## config.mk

```make
export PLATFORM = sky130hd
export DESIGN_NAME = pba_map_ram
export DESIGN_NICKNAME = d
export VERILOG_FILES = /design/src/pba_pkg.sv /design/src/pba_map_ram.sv
export SDC_FILE = /design/constraint.sdc
export NUM_CORES = 2
export LEC_CHECK = 0
export ABC_AREA = 1
export BUFFER_PORTS_ARGS = -buffer_cell sky130_fd_sc_hd__buf_2
export CAP_MARGIN = 20
export CELL_PAD_IN_SITES_DETAIL_PLACEMENT = 1
export CELL_PAD_IN_SITES_GLOBAL_PLACEMENT = 2
export CORE_AREA = 2 2 590 592
export DETAILED_ROUTE_END_ITERATION = 8
export DIE_AREA = 0 0 592 594
export PLACE_DENSITY_LB_ADDON = 0.1
export SKIP_LAST_GASP = 1
export SLEW_MARGIN = 40
export SYNTH_ARGS = -nofsm -noshare
export SYNTH_HDL_FRONTEND = slang
export SYNTH_SLANG_ARGS = --single-unit
```

## constraint.sdc

```tcl
create_clock -name clk -period 4.9 [get_ports clk]
set_input_delay 0.98 -clock clk [delete_from_list [all_inputs] [get_ports clk]]
set_output_delay 0.98 -clock clk [all_outputs]
set_load 0.03 [all_outputs]
```

## src/pba_pkg.sv

```systemverilog
// Shared types, constants and helpers for the page bitmap allocator.
// No dependencies; used by pba_map_ram, pba_ctrl and page_bitmap_allocator.
package pba_pkg;

	// default geometry; PAGE_BYTES must be a power of two
	localparam int MAX_PAGES_DEF  = 4096;
	localparam int PAGE_BYTES_DEF = 4096;

	// fixed field widths of the stream items
	localparam int OP_W        = 2;
	localparam int ADDR_W      = 32;
	localparam int PAGE_ADDR_W = 24;
	localparam int CNT_OUT_W   = 13;
	localparam int IN_DATA_W   = 40;
	localparam int OUT_DATA_W  = 56;

	// configuration registers
	localparam int CFG_DATA_W   = 32;
	localparam int CFG_IDX_W    = 1;
	localparam int RESERVED_W   = 13;
	localparam logic [CFG_IDX_W-1:0] REG_MEMORY_BYTES   = 1'd0;
	localparam logic [CFG_IDX_W-1:0] REG_LOW_PAGES      = 1'd1;
	localparam logic [CFG_DATA_W-1:0] MEMORY_BYTES_RST   = 32'd16777216;
	localparam logic [RESERVED_W-1:0] LOW_PAGES_RST      = 13'd512;

	// map word geometry
	localparam int WORD_BITS = 32;
	localparam int BIT_W     = 5;

	typedef enum logic [OP_W-1:0] {
		OP_ALLOC = 2'd0,
		OP_FREE  = 2'd1,
		OP_QUERY = 2'd2,
		OP_INIT  = 2'd3
	} op_t;

	typedef enum logic [2:0] {
		ST_IDLE,
		ST_INIT,
		ST_SCAN,
		ST_READ,
		ST_CHECK,
		ST_DONE
	} state_t;

	// one result item
	typedef struct packed {
		logic                   ready_res;
		logic [CNT_OUT_W-1:0]   allocated_pages;
		logic [CNT_OUT_W-1:0]   free_pages;
		logic                   page_is_free;
		logic                   out_of_memory;
		logic [PAGE_ADDR_W-1:0] page_address;
	} res_t;

	// index of the lowest set bit of a map word (0 when none)
	function automatic logic [BIT_W-1:0] lowest_set(input logic [WORD_BITS-1:0] bits);
		logic [BIT_W-1:0] pos;
		pos = '0;
		for (int b = WORD_BITS - 1; b >= 0; b--) begin
			if (bits[b]) begin
				pos = BIT_W'(b);
			end
		end
		return pos;
	endfunction

endpackage

```

## src/pba_map_ram.sv

```systemverilog
// Page map storage: single write port, single read port, registered read data.
// Depends on pba_pkg for the word width.
module pba_map_ram #(
	parameter int DEPTH = 128,
	parameter int AW    = 7
) (
	input  logic                          clk,
	input  logic                          we,
	input  logic [AW-1:0]                 waddr,
	input  logic [pba_pkg::WORD_BITS-1:0] wdata,
	input  logic                          re,
	input  logic [AW-1:0]                 raddr,
	output logic [pba_pkg::WORD_BITS-1:0] rdata
);

	logic [pba_pkg::WORD_BITS-1:0] mem [DEPTH];

	// write port
	always_ff @(posedge clk) begin
		if (we) begin
			mem[waddr] <= wdata;
		end
	end

	// read port, registered read data
	always_ff @(posedge clk) begin
		if (re) begin
			rdata <= mem[raddr];
		end
	end

endmodule

```

==> out/qor.csv <==
stage,metric,value,unit
critical_path,Worst Path Max Fanout,53,
finish,layout cells sized above 1,0.0923,
floorplanning,Die Width,592,µm
floorplanning,Die Span Y,594,µm
grt,GR Util All Layers,0.333,
critical_path,Setup crit end,rdata[23],
yosys,synthesized flop and latch total,4128,
routing,Via density,6.16,
cts,worst skew pair latency,1.02,ns
critical_path,Crit. Startpoint,raddr[2],
cts,H-tree depth,5,
yosys,top cell type's share of synthesized area,0.751,
critical_path,FF-to-FF path depth,8,
critical_path,R2R setup slack,2.33,ns
timing,worst clock skew,0.0428,ns
outcome,status,"finished, final reports clean",
yosys,part of the Yosys area used for sequential elements,0.751,
pwr,P_int,0.0587,W
routing,total wire length,590000,µm
pwr,Flop pwr share,0.510,
cts,CTS resizes,0,
worst_hold_path,Worst Hold Class,in2reg,
critical_path,worst path cell trace,"buf_8, inv_8, buf_12, buf_4, nand3_1, nand3_1, nand3_1, nand3_1, nand3_1, nand2_1",
floorplanning,Initial Util,0.478,
yosys,synthesized instance count,13400,
timing,setup_tns,0,ns
placed_design,Port-buffer cells,80,
finish,"commonest non-fill, non-tap cells in the layout","4,143 x nand2_1, 4,128 x edfxtp_1, 4,034 x nand3_1",
pwr,leakage power,64.9,nW
worst_hold_path,hold_sp,wdata[26],
critical_path,R2R Path End,rdata[23],
timing,slew margin rel.,0.302,
grt,initial antenna violation count,52,
timing,Fmax,275,MHz
pwr,Logic pwr share,0.066,
routing,detailed-route DRC error count,0,
critical_path,start of the worst register-to-register path,mem[15][23],
grt,gr ovfl total,0,
floorplanning,Boundary Pins,81,
pwr,"Power, Total",0.0768,W
critical_path,cell family with most CP delay,simple AND/OR/NAND/NOR gates,
floorplanning,Rows,216,
yosys,synth top area cells,"edfxtp_1 75%, nand3_1 12%, nand2_1 9.4%",
critical_path,Critical Path End Type,flop,
critical_path,crit start category,input port,
grt,vias in the first global route,117000,
yosys,Yosys warning total,0,
pwr,Cell Pwr Density,411,nW/µm²
timing,Min Hold Slack,0.346,ns
routing,drt wl/cell,31.9,µm
finish,"commonest non-fill, non-tap cell in the layout",nand2_1,
yosys,Netlist cell types,14,
finish,Area Growth Syn to Fin,13.4,%
finish,Multi-input gate area,37300,µm²
yosys,Syn Std Cell Area,165000,µm²
finish,filler instances,34300,
timing,fin crit share,0.743,
cts,clk buf depth,4,
pwr,clock power share,0.424,
timing,final setup fails,0,
timing,fin. max-slew vios,0,
cts,clk slew on worst S/H paths,0.06,ns
yosys,cell taking the most area after synthesis,edfxtp_1,
finish,Register Area,124000,µm²
cts,CTS tree,yes,
pwr,peak supply drop,0.000431,V
critical_path,CP required,5.73,ns
critical_path,Levels on crit path,10,
critical_path,Crit Path Category,in2reg,
yosys,net count after synthesis,13400,
grt,first-pass GRT wire length,841000,µm
routing,1st-iter DRT viols,13200,
placed_design,HPWL Detailed,329000,µm
pwr,Switch Pwr,0.0181,W
placed_design,DP Area,173000,µm²
critical_path,most frequent CP cell,nand3_1,
routing,Detail Route Antenna Nets,0,
cts,root buf cell,clkbuf_16,
routing,Via Count,114000,
floorplanning,Core ar.,345000,µm²
timing,final hold vios,0,
cts,CTS buffer count,434,
cts,clk sinks,4128,
critical_path,Crit path arrival time,4.47,ns
pwr,Net Sw Frac,0.236,
yosys,synthesized area per cell,12.3,µm²
critical_path,Worst Path Buf+Inv,4,
placed_design,GP Congestion,0.855,
grt,pin count of the biggest net entering global routing,166,
timing,slew of the pin with the lowest slew margin,1.05,ns
floorplanning,Die ar.,352000,µm²
critical_path,CP max stage delay,0.62,ns
routing,Pre-antenna DRT Iters,7,
flow_run,max-cap violations,0,
finish,nets,13500,
timing,RSZ-0062 raised after global routing,false,
critical_path,Critical Path Slowest Stage Cell,inv_8,
cts,Hold Buf Count CTS,0,
cts,Post-CTS Setup Bufs,0,
finish,fin area,187000,µm²
timing,Tmin final,3.64,ns
## layout make-up
| cell class | instances | area share |
|---|---|---|
| inverter | 24 | 0.000762 |
| multi-input combinational | 8328 | 0.200 |
| clock buffer | 556 | 0.0620 |
| tap | 4578 | 0.0306 |
| antenna | 92 | 0.00123 |
| clock inverter | 248 | 0.0118 |
| sequential | 4128 | 0.662 |
| timing repair buffer | 556 | 0.0316 |
## state kept, by name, summed over array words and instances, names as in the netlist
| register | count |
|---|---|
| rdata | 32 |
| mem | 4096 |
## power groups by stage
stage / combinational [W] / sequential [W] / clock [W]
final: 0.00510 / 0.0392 / 0.0326
after global routing: 0.00540 / 0.0391 / 0.0342
after CTS: 0.00505 / 0.0392 / 0.0329
after detailed placement: 0.00502 / 0.0399 / 0
after global placement: 0.00488 / 0.0399 / 0
after floorplan: 0.00234 / 0.0399 / 0
## cell families after synthesis
group	after synthesis	synth area share
buf+inv	933	0.0284
flops	4128	0.751
simple gates	8328	0.220
## Yosys cell counts
cell and count:
buf_1 100, buf_2 602, buf_4 86, buf_6 11, buf_8 1, clkbuf_1 109
edfxtp_1 4128, inv_1 20, inv_2 2, inv_4 2, nand2_1 4151, nand3_1 4035
nor2_1 134, nor3_1 8
## worst min-delay path by stage
stage                     slack (ns)  cells after the start     endpoint
final                           0.35                      1  mem[40][26]
after global routing            0.33                      1  mem[33][26]
after CTS                       0.28                      1  mem[40][26]
after detailed placement         1.0                      8    rdata[25]
after global placement          0.99                      8    rdata[12]
after floorplan                 0.83                      8     rdata[0]
## routing by layer
layer | up-vias | part of all wire | global-route usage
met4 | 2 | 0.046 | 0.145
li1 | 48300 | - | -
met5 | - | 0.000027 | 0
met3 | 967 | 0.077 | 0.0452
met2 | 4919 | 0.47 | 0.525
met1 | 59700 | 0.41 | 0.463
## per-stage QoR
stage | setup WS [ns] | cells | utilization
after floorplan | 1.52 | 13400 | -
after global placement | 0.311 | 17600 | 0.501
after detailed placement | 0.330 | 17600 | 0.501
after CTS | 1.37 | 18400 | 0.541
after global routing | 1.35 | 18500 | 0.542
final | 1.26 | 18500 | 0.542
## worst register-to-register path, stage by stage, from the launching register on
cell	delay, ns
edfxtp_1	0.37
nand2_1	0.09
nand3_1	0.09
nand3_1	0.10
nand3_1	0.21
nand3_1	0.30
nand3_1	0.39
nand3_1	0.61
nand2_1	0.14
Power figures use the tool's default switching activity.
