**config.mk**
```make
export PLATFORM = sky130hd
export DESIGN_NAME = pba_ctrl
export DESIGN_NICKNAME = d
export VERILOG_FILES = /design/src/pba_pkg.sv /design/src/pba_ctrl.sv
export SDC_FILE = /design/constraint.sdc
export NUM_CORES = 1
export LEC_CHECK = 0
export ABC_AREA = 1
export BUFFER_PORTS_ARGS = -buffer_cell sky130_fd_sc_hd__clkbuf_2
export CORE_MARGIN = 4
export CORE_UTILIZATION = 55
export CTS_CLUSTER_DIAMETER = 100
export CTS_CLUSTER_SIZE = 28
export DETAILED_ROUTE_END_ITERATION = 10
export HOLD_SLACK_MARGIN = 0.06
export PLACE_DENSITY = 0.84
export SETUP_SLACK_MARGIN = 0.2
export SLEW_MARGIN = 0
export SYNTH_ARGS = -nofsm -noshare
export SYNTH_HDL_FRONTEND = slang
export SYNTH_SLANG_ARGS = --single-unit
```
**constraint.sdc**
```tcl
create_clock -name clk -period 8.5 [get_ports clk]
set_input_delay 2.125 -clock clk [delete_from_list [all_inputs] [get_ports clk]]
set_output_delay 2.125 -clock clk [all_outputs]
set_load 0.01 [all_outputs]
```
**src/pba_pkg.sv**
```systemverilog
// Shared types, constants and helpers for the page bitmap allocator.
// No dependencies; used by pba_map_ram, pba_ctrl and page_bitmap_allocator.
package pba_pkg;

	// default geometry; PAGE_BYTES must be a power of two
	localparam int MAX_PAGES_DEF  = 4096;
	localparam int PAGE_BYTES_DEF = 4096;

	// fixed field widths of the stream items
	localparam int OP_W        = 2;
	localparam int ADDR_W      = 32;
	localparam int PAGE_ADDR_W = 24;
	localparam int CNT_OUT_W   = 13;
	localparam int IN_DATA_W   = 40;
	localparam int OUT_DATA_W  = 56;

	// configuration registers
	localparam int CFG_DATA_W   = 32;
	localparam int CFG_IDX_W    = 1;
	localparam int RESERVED_W   = 13;
	localparam logic [CFG_IDX_W-1:0] REG_MEMORY_BYTES   = 1'd0;
	localparam logic [CFG_IDX_W-1:0] REG_LOW_PAGES      = 1'd1;
	localparam logic [CFG_DATA_W-1:0] MEMORY_BYTES_RST   = 32'd16777216;
	localparam logic [RESERVED_W-1:0] LOW_PAGES_RST      = 13'd512;

	// map word geometry
	localparam int WORD_BITS = 32;
	localparam int BIT_W     = 5;

	typedef enum logic [OP_W-1:0] {
		OP_ALLOC = 2'd0,
		OP_FREE  = 2'd1,
		OP_QUERY = 2'd2,
		OP_INIT  = 2'd3
	} op_t;

	typedef enum logic [2:0] {
		ST_IDLE,
		ST_INIT,
		ST_SCAN,
		ST_READ,
		ST_CHECK,
		ST_DONE
	} state_t;

	// one result item
	typedef struct packed {
		logic                   ready_res;
		logic [CNT_OUT_W-1:0]   allocated_pages;
		logic [CNT_OUT_W-1:0]   free_pages;
		logic                   page_is_free;
		logic                   out_of_memory;
		logic [PAGE_ADDR_W-1:0] page_address;
	} res_t;

	// index of the lowest set bit of a map word (0 when none)
	function automatic logic [BIT_W-1:0] lowest_set(input logic [WORD_BITS-1:0] bits);
		logic [BIT_W-1:0] pos;
		pos = '0;
		for (int b = WORD_BITS - 1; b >= 0; b--) begin
			if (bits[b]) begin
				pos = BIT_W'(b);
			end
		end
		return pos;
	endfunction

endpackage

```
**src/pba_ctrl.sv**
```systemverilog
// Sequencer for the allocator: initialise sweep, free-page scan and
// read-modify-write of single map words. Depends on pba_pkg; drives pba_map_ram.
module pba_ctrl #(
	parameter int MAX_PAGES  = pba_pkg::MAX_PAGES_DEF,
	parameter int PAGE_BYTES = pba_pkg::PAGE_BYTES_DEF,
	parameter int WORD_AW    = 7
) (
	input  logic                           clk,
	input  logic                           arst_n,
	input  logic                           in_valid,
	output logic                           in_ready,
	input  pba_pkg::op_t                   in_op,
	input  logic [pba_pkg::ADDR_W-1:0]     in_address,
	input  logic [pba_pkg::CFG_DATA_W-1:0] memory_bytes,
	input  logic [pba_pkg::RESERVED_W-1:0] low_pages,
	input  logic                           out_free,
	output logic                           res_valid,
	output pba_pkg::res_t                  res,
	output logic                           ram_we,
	output logic [WORD_AW-1:0]             ram_waddr,
	output logic [pba_pkg::WORD_BITS-1:0]  ram_wdata,
	output logic                           ram_re,
	output logic [WORD_AW-1:0]             ram_raddr,
	input  logic [pba_pkg::WORD_BITS-1:0]  ram_rdata
);

	localparam int MAP_WORDS  = (MAX_PAGES + pba_pkg::WORD_BITS - 1) / pba_pkg::WORD_BITS;
	localparam int PTR_W      = $clog2(MAP_WORDS + 1);
	localparam int CNT_W      = $clog2(MAX_PAGES + 1);
	localparam int IDX_W      = WORD_AW + pba_pkg::BIT_W;
	localparam int PAGE_SHIFT = $clog2(PAGE_BYTES);
	localparam int LIM_W      = (CNT_W > pba_pkg::RESERVED_W) ? CNT_W : pba_pkg::RESERVED_W;
	localparam int CNT_OUT_W  = pba_pkg::CNT_OUT_W;
	localparam int PAGE_ADDR_W = pba_pkg::PAGE_ADDR_W;

	pba_pkg::state_t state_q, state_d;

	logic [CNT_W-1:0]   page_count_q;
	logic [CNT_W-1:0]   alloc_q;
	logic               ready_q;
	logic [PTR_W-1:0]   ptr_q;
	logic               rvld_q;
	logic [WORD_AW-1:0] chkw_q;
	pba_pkg::op_t       op_q;
	logic [IDX_W-1:0]   pidx_q;
	logic [PAGE_ADDR_W-1:0] res_page_q;
	logic               res_oom_q;
	logic               res_free_q;

	// accept-time decode of the byte address
	logic [pba_pkg::ADDR_W-1:0] acc_pidx;
	logic                       acc_ok;
	always_comb begin
		acc_pidx = in_address >> PAGE_SHIFT;
		acc_ok   = (in_address[PAGE_SHIFT-1:0] == '0)
		           && (acc_pidx < pba_pkg::ADDR_W'(page_count_q));
	end

	// page count from memory size, rounded up and saturated
	logic [pba_pkg::ADDR_W:0] round_sum;
	logic [pba_pkg::ADDR_W:0] round_pages;
	logic [CNT_W-1:0]         new_count;
	always_comb begin
		round_sum   = {1'b0, memory_bytes} + (pba_pkg::ADDR_W + 1)'(PAGE_BYTES - 1);
		round_pages = round_sum >> PAGE_SHIFT;
		new_count   = (round_pages > (pba_pkg::ADDR_W + 1)'(MAX_PAGES))
		              ? CNT_W'(MAX_PAGES) : CNT_W'(round_pages);
	end

	// reserved limit and the word written by the initialise sweep
	logic [LIM_W-1:0]              lim_wide;
	logic [CNT_W-1:0]              lim;
	logic [pba_pkg::WORD_BITS-1:0] init_word;
	always_comb begin
		lim_wide = (LIM_W'(low_pages) < LIM_W'(page_count_q))
		           ? LIM_W'(low_pages) : LIM_W'(page_count_q);
		lim      = CNT_W'(lim_wide);
		if (CNT_W'(ptr_q) < (lim >> pba_pkg::BIT_W)) begin
			init_word = '1;
		end else if (CNT_W'(ptr_q) == (lim >> pba_pkg::BIT_W)) begin
			init_word = ~({pba_pkg::WORD_BITS{1'b1}} << lim[pba_pkg::BIT_W-1:0]);
		end else begin
			init_word = '0;
		end
	end

	// scan of the word that came back from the map
	logic [pba_pkg::WORD_BITS-1:0]  free_bits;
	logic                           found;
	logic [pba_pkg::BIT_W-1:0]      fbit;
	logic [IDX_W-1:0]               hit_idx;
	logic                           hit_ok;
	logic                           last_word;
	logic [IDX_W+PAGE_SHIFT-1:0]    hit_addr;
	logic                           scan_rd;
	logic                           scan_hit;
	logic                           scan_end;
	always_comb begin
		free_bits = ~ram_rdata;
		found     = |free_bits;
		fbit      = pba_pkg::lowest_set(free_bits);
		hit_idx   = {chkw_q, fbit};
		hit_ok    = pba_pkg::ADDR_W'(hit_idx) < pba_pkg::ADDR_W'(page_count_q);
		last_word = (chkw_q == WORD_AW'(MAP_WORDS - 1));
		hit_addr  = {hit_idx, {PAGE_SHIFT{1'b0}}};
		scan_rd   = (ptr_q < PTR_W'(MAP_WORDS));
		scan_hit  = rvld_q && found && hit_ok;
		scan_end  = rvld_q && (found || last_word);
	end

	// bit of the addressed page in the word read back
	logic map_bit;
	assign map_bit = ram_rdata[pidx_q[pba_pkg::BIT_W-1:0]];

	// next state
	always_comb begin
		state_d = state_q;
		unique case (state_q)
			pba_pkg::ST_IDLE: begin
				if (in_valid) begin
					if (in_op == pba_pkg::OP_INIT) begin
						state_d = pba_pkg::ST_INIT;
					end else if (!ready_q) begin
						state_d = pba_pkg::ST_DONE;
					end else if (in_op == pba_pkg::OP_ALLOC) begin
						state_d = pba_pkg::ST_SCAN;
					end else if (acc_ok) begin
						state_d = pba_pkg::ST_READ;
					end else begin
						state_d = pba_pkg::ST_DONE;
					end
				end
			end
			pba_pkg::ST_INIT: begin
				if (ptr_q == PTR_W'(MAP_WORDS - 1)) begin
					state_d = pba_pkg::ST_DONE;
				end
			end
			pba_pkg::ST_SCAN: begin
				if (scan_end) begin
					state_d = pba_pkg::ST_DONE;
				end
			end
			pba_pkg::ST_READ:  state_d = pba_pkg::ST_CHECK;
			pba_pkg::ST_CHECK: state_d = pba_pkg::ST_DONE;
			pba_pkg::ST_DONE: begin
				if (out_free) begin
					state_d = pba_pkg::ST_IDLE;
				end
			end
			default: state_d = pba_pkg::ST_IDLE;
		endcase
	end

	// outputs: handshake and map port
	always_comb begin
		in_ready  = 1'b0;
		res_valid = 1'b0;
		ram_we    = 1'b0;
		ram_waddr = chkw_q;
		ram_wdata = ram_rdata;
		ram_re    = 1'b0;
		ram_raddr = ptr_q[WORD_AW-1:0];
		unique case (state_q)
			pba_pkg::ST_IDLE: in_ready = 1'b1;
			pba_pkg::ST_INIT: begin
				ram_we    = 1'b1;
				ram_waddr = ptr_q[WORD_AW-1:0];
				ram_wdata = init_word;
			end
			pba_pkg::ST_SCAN: begin
				ram_re    = scan_rd;
				ram_we    = scan_hit;
				ram_wdata = ram_rdata | (pba_pkg::WORD_BITS'(1) << fbit);
			end
			pba_pkg::ST_READ: begin
				ram_re    = 1'b1;
				ram_raddr = pidx_q[IDX_W-1:pba_pkg::BIT_W];
			end
			pba_pkg::ST_CHECK: begin
				ram_we    = (op_q == pba_pkg::OP_FREE) && map_bit;
				ram_waddr = pidx_q[IDX_W-1:pba_pkg::BIT_W];
				ram_wdata = ram_rdata & ~(pba_pkg::WORD_BITS'(1) << pidx_q[pba_pkg::BIT_W-1:0]);
			end
			pba_pkg::ST_DONE: res_valid = out_free;
			default: ;
		endcase
	end

	// control state and counters
	always_ff @(posedge clk or negedge arst_n) begin
		if (!arst_n) begin
			state_q      <= pba_pkg::ST_IDLE;
			page_count_q <= '0;
			alloc_q      <= '0;
			ready_q      <= 1'b0;
			ptr_q        <= '0;
			rvld_q       <= 1'b0;
		end else begin
			state_q <= state_d;
			case (state_q)
				pba_pkg::ST_IDLE: begin
					ptr_q  <= '0;
					rvld_q <= 1'b0;
					if (in_valid && in_op == pba_pkg::OP_INIT) begin
						page_count_q <= new_count;
					end
				end
				pba_pkg::ST_INIT: begin
					ptr_q <= ptr_q + PTR_W'(1);
					if (ptr_q == PTR_W'(MAP_WORDS - 1)) begin
						alloc_q <= lim;
						ready_q <= 1'b1;
					end
				end
				pba_pkg::ST_SCAN: begin
					rvld_q <= scan_rd;
					if (scan_rd) begin
						ptr_q <= ptr_q + PTR_W'(1);
					end
					if (scan_hit) begin
						alloc_q <= alloc_q + CNT_W'(1);
					end
				end
				pba_pkg::ST_CHECK: begin
					if (op_q == pba_pkg::OP_FREE && map_bit && alloc_q != '0) begin
						alloc_q <= alloc_q - CNT_W'(1);
					end
				end
				default: ;
			endcase
		end
	end

	// item payload and result fields
	always_ff @(posedge clk) begin
		case (state_q)
			pba_pkg::ST_IDLE: begin
				if (in_valid) begin
					op_q       <= in_op;
					pidx_q     <= IDX_W'(acc_pidx);
					res_page_q <= '0;
					res_oom_q  <= (in_op == pba_pkg::OP_ALLOC) && !ready_q;
					res_free_q <= 1'b0;
				end
			end
			pba_pkg::ST_SCAN: begin
				chkw_q <= ptr_q[WORD_AW-1:0];
				if (scan_hit) begin
					res_page_q <= PAGE_ADDR_W'(hit_addr);
				end else if (scan_end) begin
					res_oom_q <= 1'b1;
				end
			end
			pba_pkg::ST_CHECK: begin
				if (op_q == pba_pkg::OP_QUERY) begin
					res_free_q <= !map_bit;
				end
			end
			default: ;
		endcase
	end

	// result item as seen after this item
	always_comb begin
		res.page_address    = res_page_q;
		res.out_of_memory   = res_oom_q;
		res.page_is_free    = res_free_q;
		res.free_pages      = CNT_OUT_W'(page_count_q - alloc_q);
		res.allocated_pages = CNT_OUT_W'(alloc_q);
		res.ready_res       = ready_q;
	end

endmodule
```
==> metrics.md <==
| Metric | Value |
|---|---|
| Total negative setup slack | `0 ns` |
| Area Overhead vs Synth | `20.2%` |
| Quantity of hold-fixing buffers added after cts | `0` |
| Depth of the most critical reg-to-reg path | `21` |
| Clock-pin slew reported for the worst setup and hold paths after clock tree synthesis | `0.06 ns` |
| Final Net Count | `1546` |
| Primary FF master, synth | `sky130_fd_sc_hd__dfrtp_1` |
| Setup-violating endpoint count in the final report | `0` |
| Min-Delay Startpoint | `page_count_q[7]$_DFFE_PN0P_` |
| Share of total power in combinational logic | `69.6%` |
| Post-DP Area | `0.00918 mm2` |
| Antenna violations before repair | `0` |
| Die Wd | `129 um` |
| Yosys cell types | `57` |
| Most numerous cell types in the synthesized netlist | `sky130_fd_sc_hd__nand2_1, sky130_fd_sc_hd__inv_1, sky130_fd_sc_hd__nor2_1` |
| Fraction of layout cells with a size suffix above 1 | `between 20% and 30%` |
| Vertical extent of the die | `129 um` |
| Worst hold path endpoint | `page_count_q[7]$_DFFE_PN0P_` |
| Area share of the largest cell type after synthesis | `13.1%` |
| Netlist area before placement | `0.00800 mm2` |
| Peak supply drop | `308 uV` |
| Dominant cells by area after synthesis | `sky130_fd_sc_hd__edfxtp_1, sky130_fd_sc_hd__dfrtp_1, sky130_fd_sc_hd__ha_1` |
| Post-synthesis cell type with the largest combined area | `sky130_fd_sc_hd__edfxtp_1` |
| Type of the worst min-delay path | `flip-flop to flip-flop` |
| Number of instances in the placed design | `around 1500` |
| Average routed wire per standard cell | `20.2 um` |
| Number of pins with negative max-slew slack in the final report | `0` |
| Cell Count, Final, Fillers Out | `1547` |
| Number of storage elements in the synthesis netlist | `74` |
| Global-route total usage across every layer | `36.5%` |
| Number of enable flip-flop cells after synthesis | `35` |
| Global-route wire length before repair | `about 47000 um` |
| Leak Pwr | `4.60 nW` |
| Clock power frac | `13.1%` |
| Actual slew at the worst max-slew pin | `1.15 ns` |
| Yosys Warn Count | `0` |
| I/O pin total | `218` |
| Critical path capture point type | `output pin` |
| Clock tree from TritonCTS | `built` |
| Drt initial violations | `between 1000 and 1500` |
| Start-to-end type of the worst setup path | `input port to output pin` |
| Die area | `0.0165 mm2` |
| Crit path arrival time | `5.92 ns` |
| Core Area | `0.0140 mm2` |
| CP Max Fanout | `10` |
| Worst-case headroom to the max-slew limit | `22.8%` |
| Total power divided by cell area | `341 mW/mm2` |
| Maximum operating frequency | `124 MHz` |
| Vias in the first global route | `slightly below 9000` |
| Setup slack of the worst register-to-register path | `around 4.1 ns` |
| Hold Fails Final Rpt | `0` |
| Capturing point of the worst reg2reg path | `alloc_q[12]$_DFFE_PN0P_` |
| Gr ovfl total | `0` |
| Post-route ant nets | `0` |
| Setup crit start kind | `input port` |
| Synthesized area per cell | `6.90 um2` |
| Remaining DRCs | `0` |
| Hold path depth | `2` |
| Final wirelength | `31200 um` |
| Number of max-cap violations | `0` |
| Startpoint of the worst register-to-register path | `state_q[0]$_DFFE_PN0P_` |
| Cts bufs inserted | `9` |
| Fraction of the yosys area taken by sequential cells | `25.3%` |
| Result of the run | `completed` |
| Part of the power in registers | `about 17%` |
| Clock network latency to the later pin of the worst-skew pair | `0.35 ns` |
| Number of instances in the synthesized netlist | `roughly 1200` |
| Total via count after detailed routing | `9686` |
| Switching share of total power | `53.1%` |
| CTS max path bufs | `2` |
| Net switching component of the power | `about 1.7 mW` |
| Row count | `43` |
| Asr flop ratio synth | `around 53%` |
| Required time at the worst-slack endpoint | `6.38 ns` |
| N_diodes | `0` |
| Maximum number of pins on one net before global-route repair | `between 40 and 50` |
| Clock sink total | `between 70 and 80` |
| Cell internal power dissipation | `1.54 mW` |
| RSZ-0062 raised after global routing | `yes` |
| CTS Root Buffer Type | `sky130_fd_sc_hd__clkbuf_16` |
| Final critical path time including I/O delays and setup | `8.04 ns` |
| Worst clock skew | `0.00549 ns` |
| Most frequent cell after synthesis | `sky130_fd_sc_hd__nand2_1` |
| Placer's final routability congestion estimate | `1.04` |
| Detailed placement HPWL | `between 20000 and 25000 um` |
| Cell area after layout | `between 0.009 and 0.01 mm2` |
| Pre-antenna DRT Iters | `6` |
| Level count of the clock H-tree | `3` |
| Per-cell via count in the routed design | `6.26` |
| Initial Utilization | `57.0%` |
| Crit share post-route | `94.6%` |
| Count of input and output buffers | `205` |
-- critical path, stage by stage --
cell and delay [ns]:
sky130_fd_sc_hd__clkbuf_2 0.09, sky130_fd_sc_hd__ha_1 0.30, sky130_fd_sc_hd__nand2_1 0.09, sky130_fd_sc_hd__nor2_1 0.05, sky130_fd_sc_hd__o21ai_1 0.08, sky130_fd_sc_hd__o211ai_1 0.11, sky130_fd_sc_hd__a21oi_1 0.14, sky130_fd_sc_hd__nor2_1 0.06
sky130_fd_sc_hd__nor3_2 0.13, sky130_fd_sc_hd__o311ai_2 0.12, sky130_fd_sc_hd__buf_4 0.16, sky130_fd_sc_hd__clkbuf_4 0.18, sky130_fd_sc_hd__nand2_1 0.06, sky130_fd_sc_hd__o21ai_0 0.11, sky130_fd_sc_hd__ha_1 0.32, sky130_fd_sc_hd__nand4_1 0.09
sky130_fd_sc_hd__inv_1 0.08, sky130_fd_sc_hd__nand4_1 0.17, sky130_fd_sc_hd__nor2_2 0.23, sky130_fd_sc_hd__inv_2 0.09, sky130_fd_sc_hd__or2_2 0.32, sky130_fd_sc_hd__nand2_4 0.12, sky130_fd_sc_hd__nor2_2 0.08, sky130_fd_sc_hd__a31oi_2 0.20
sky130_fd_sc_hd__a211oi_1 0.07, sky130_fd_sc_hd__o21ai_1 0.17, sky130_fd_sc_hd__clkbuf_2 0.16
-- cells in the final DEF (no fill, tap or decap), types with 3 or more instances in the layout --
cell	instances
sky130_fd_sc_hd__nand2_1	216
sky130_fd_sc_hd__clkbuf_2	203
sky130_fd_sc_hd__inv_1	134
sky130_fd_sc_hd__nor2_1	125
sky130_fd_sc_hd__o21ai_0	72
sky130_fd_sc_hd__a21oi_1	67
sky130_fd_sc_hd__ha_1	67
sky130_fd_sc_hd__nand3_1	65
sky130_fd_sc_hd__dfrtp_1	39
sky130_fd_sc_hd__nand4_1	38
sky130_fd_sc_hd__edfxtp_1	35
sky130_fd_sc_hd__buf_4	27
sky130_fd_sc_hd__nor3_1	26
sky130_fd_sc_hd__xor2_1	26
sky130_fd_sc_hd__a31oi_1	20
sky130_fd_sc_hd__o22ai_1	19
sky130_fd_sc_hd__nor4_1	17
sky130_fd_sc_hd__nand2_2	14
sky130_fd_sc_hd__xnor2_1	13
sky130_fd_sc_hd__conb_1	12
sky130_fd_sc_hd__clkbuf_16	11
sky130_fd_sc_hd__o211ai_1	10
sky130_fd_sc_hd__o221ai_1	10
sky130_fd_sc_hd__o31ai_1	10
sky130_fd_sc_hd__o2111ai_1	8
sky130_fd_sc_hd__o21ai_1	6
sky130_fd_sc_hd__a211oi_1	6
sky130_fd_sc_hd__a311oi_1	5
sky130_fd_sc_hd__o311ai_0	5
sky130_fd_sc_hd__o21bai_1	4
sky130_fd_sc_hd__nor2_2	4
sky130_fd_sc_hd__inv_2	4
sky130_fd_sc_hd__nand2_4	4
sky130_fd_sc_hd__or2_2	4
sky130_fd_sc_hd__nand3b_1	3
sky130_fd_sc_hd__a22oi_1	3
-- kinds of logic (layout without fill, tap and decap cells) --
group	Yosys count	after routing	share of synthesized area (%)
buf+inv	194	390	10.0
compound gates	262	262	20.3
xor+xnor	39	39	4.27
simple gates	521	521	29.0
flops	74	74	25.3
other cells	1	12	0.0469
fa+ha+maj	69	69	11.0
-- sequential cells by signal (all words and copies together), names as in the netlist --
name and count:
alloc_q 13, page_count_q 13, pidx_q 12, res_page_q 12
ptr_q 8, chkw_q 7, state_q 3, op_q 2
ready_q 1, res_free_q 1, res_oom_q 1, rvld_q 1
-- metrics by stage --
step	hold slack [ns]	power, mW	util, %	setup slack [ns]
after global routing	0.566	3.51	68.5	0.149
after floorplan	0.475	1.95	-	0.547
final	0.532	3.28	68.5	0.460
after CTS	0.531	3.19	67.8	0.264
after global placement	0.500	2.72	65.3	0.213
after detailed placement	0.512	2.75	65.3	0.0731
-- layer usage --
layer | part of all wire (%) | vias up | wire length [um] | global-route usage, %
li1 | - | 4448 | - | -
met2 | 46 | 681 | 14200 | 59.2
met3 | 9.7 | 146 | 3020 | 5.89
met5 | 0 | - | 0 | 0
met1 | 39 | 4411 | 12100 | 46.3
met4 | 6.2 | 0 | 1930 | 20.9
-- power groups by stage --
stage               registers [mW]  clock network, mW  logic, mW
floorplan                    0.558                  0       1.39
CTS                          0.565              0.431       2.19
global placement             0.568                  0       2.15
detailed placement           0.570                  0       2.18
finish                       0.569              0.429       2.28
global route                 0.579              0.447       2.48
-- worst max path at each step --
stage                  from       endpoint  slack (ns)  cells after the start
2_1_floorplan  low_pages[4]  ram_wdata[13]        0.55                     29
5_1_grt        low_pages[4]   ram_wdata[8]        0.15                     27
3_3_place_gp   low_pages[4]   ram_wdata[8]        0.21                     25
3_5_place_dp   low_pages[4]   ram_wdata[8]        0.07                     25
4_1_cts        low_pages[4]   ram_wdata[8]        0.26                     25
6_report       low_pages[4]   ram_wdata[8]        0.46                     27
-- repair_timing --
action                                 in CTS  in global routing
endpoints found under the hold margin       0                  0
pin swaps                                   0                  5
setup endpoints to repair                   4                 17
gates resized for setup                     2                 13
gates cloned                                0                  1
buffers inserted                            0                  8
-- final cells by class --
class                      count  area (um2)
multi-input combinational    903        5250
fill                        1250        4420
sequential                    74        2030
timing repair buffer         234        1250
inverter                     140         526
clock buffer                  11         275
tap                          180         225
clock inverter                 5        63.8
Note: power is estimated with default switching activity, not from simulation.
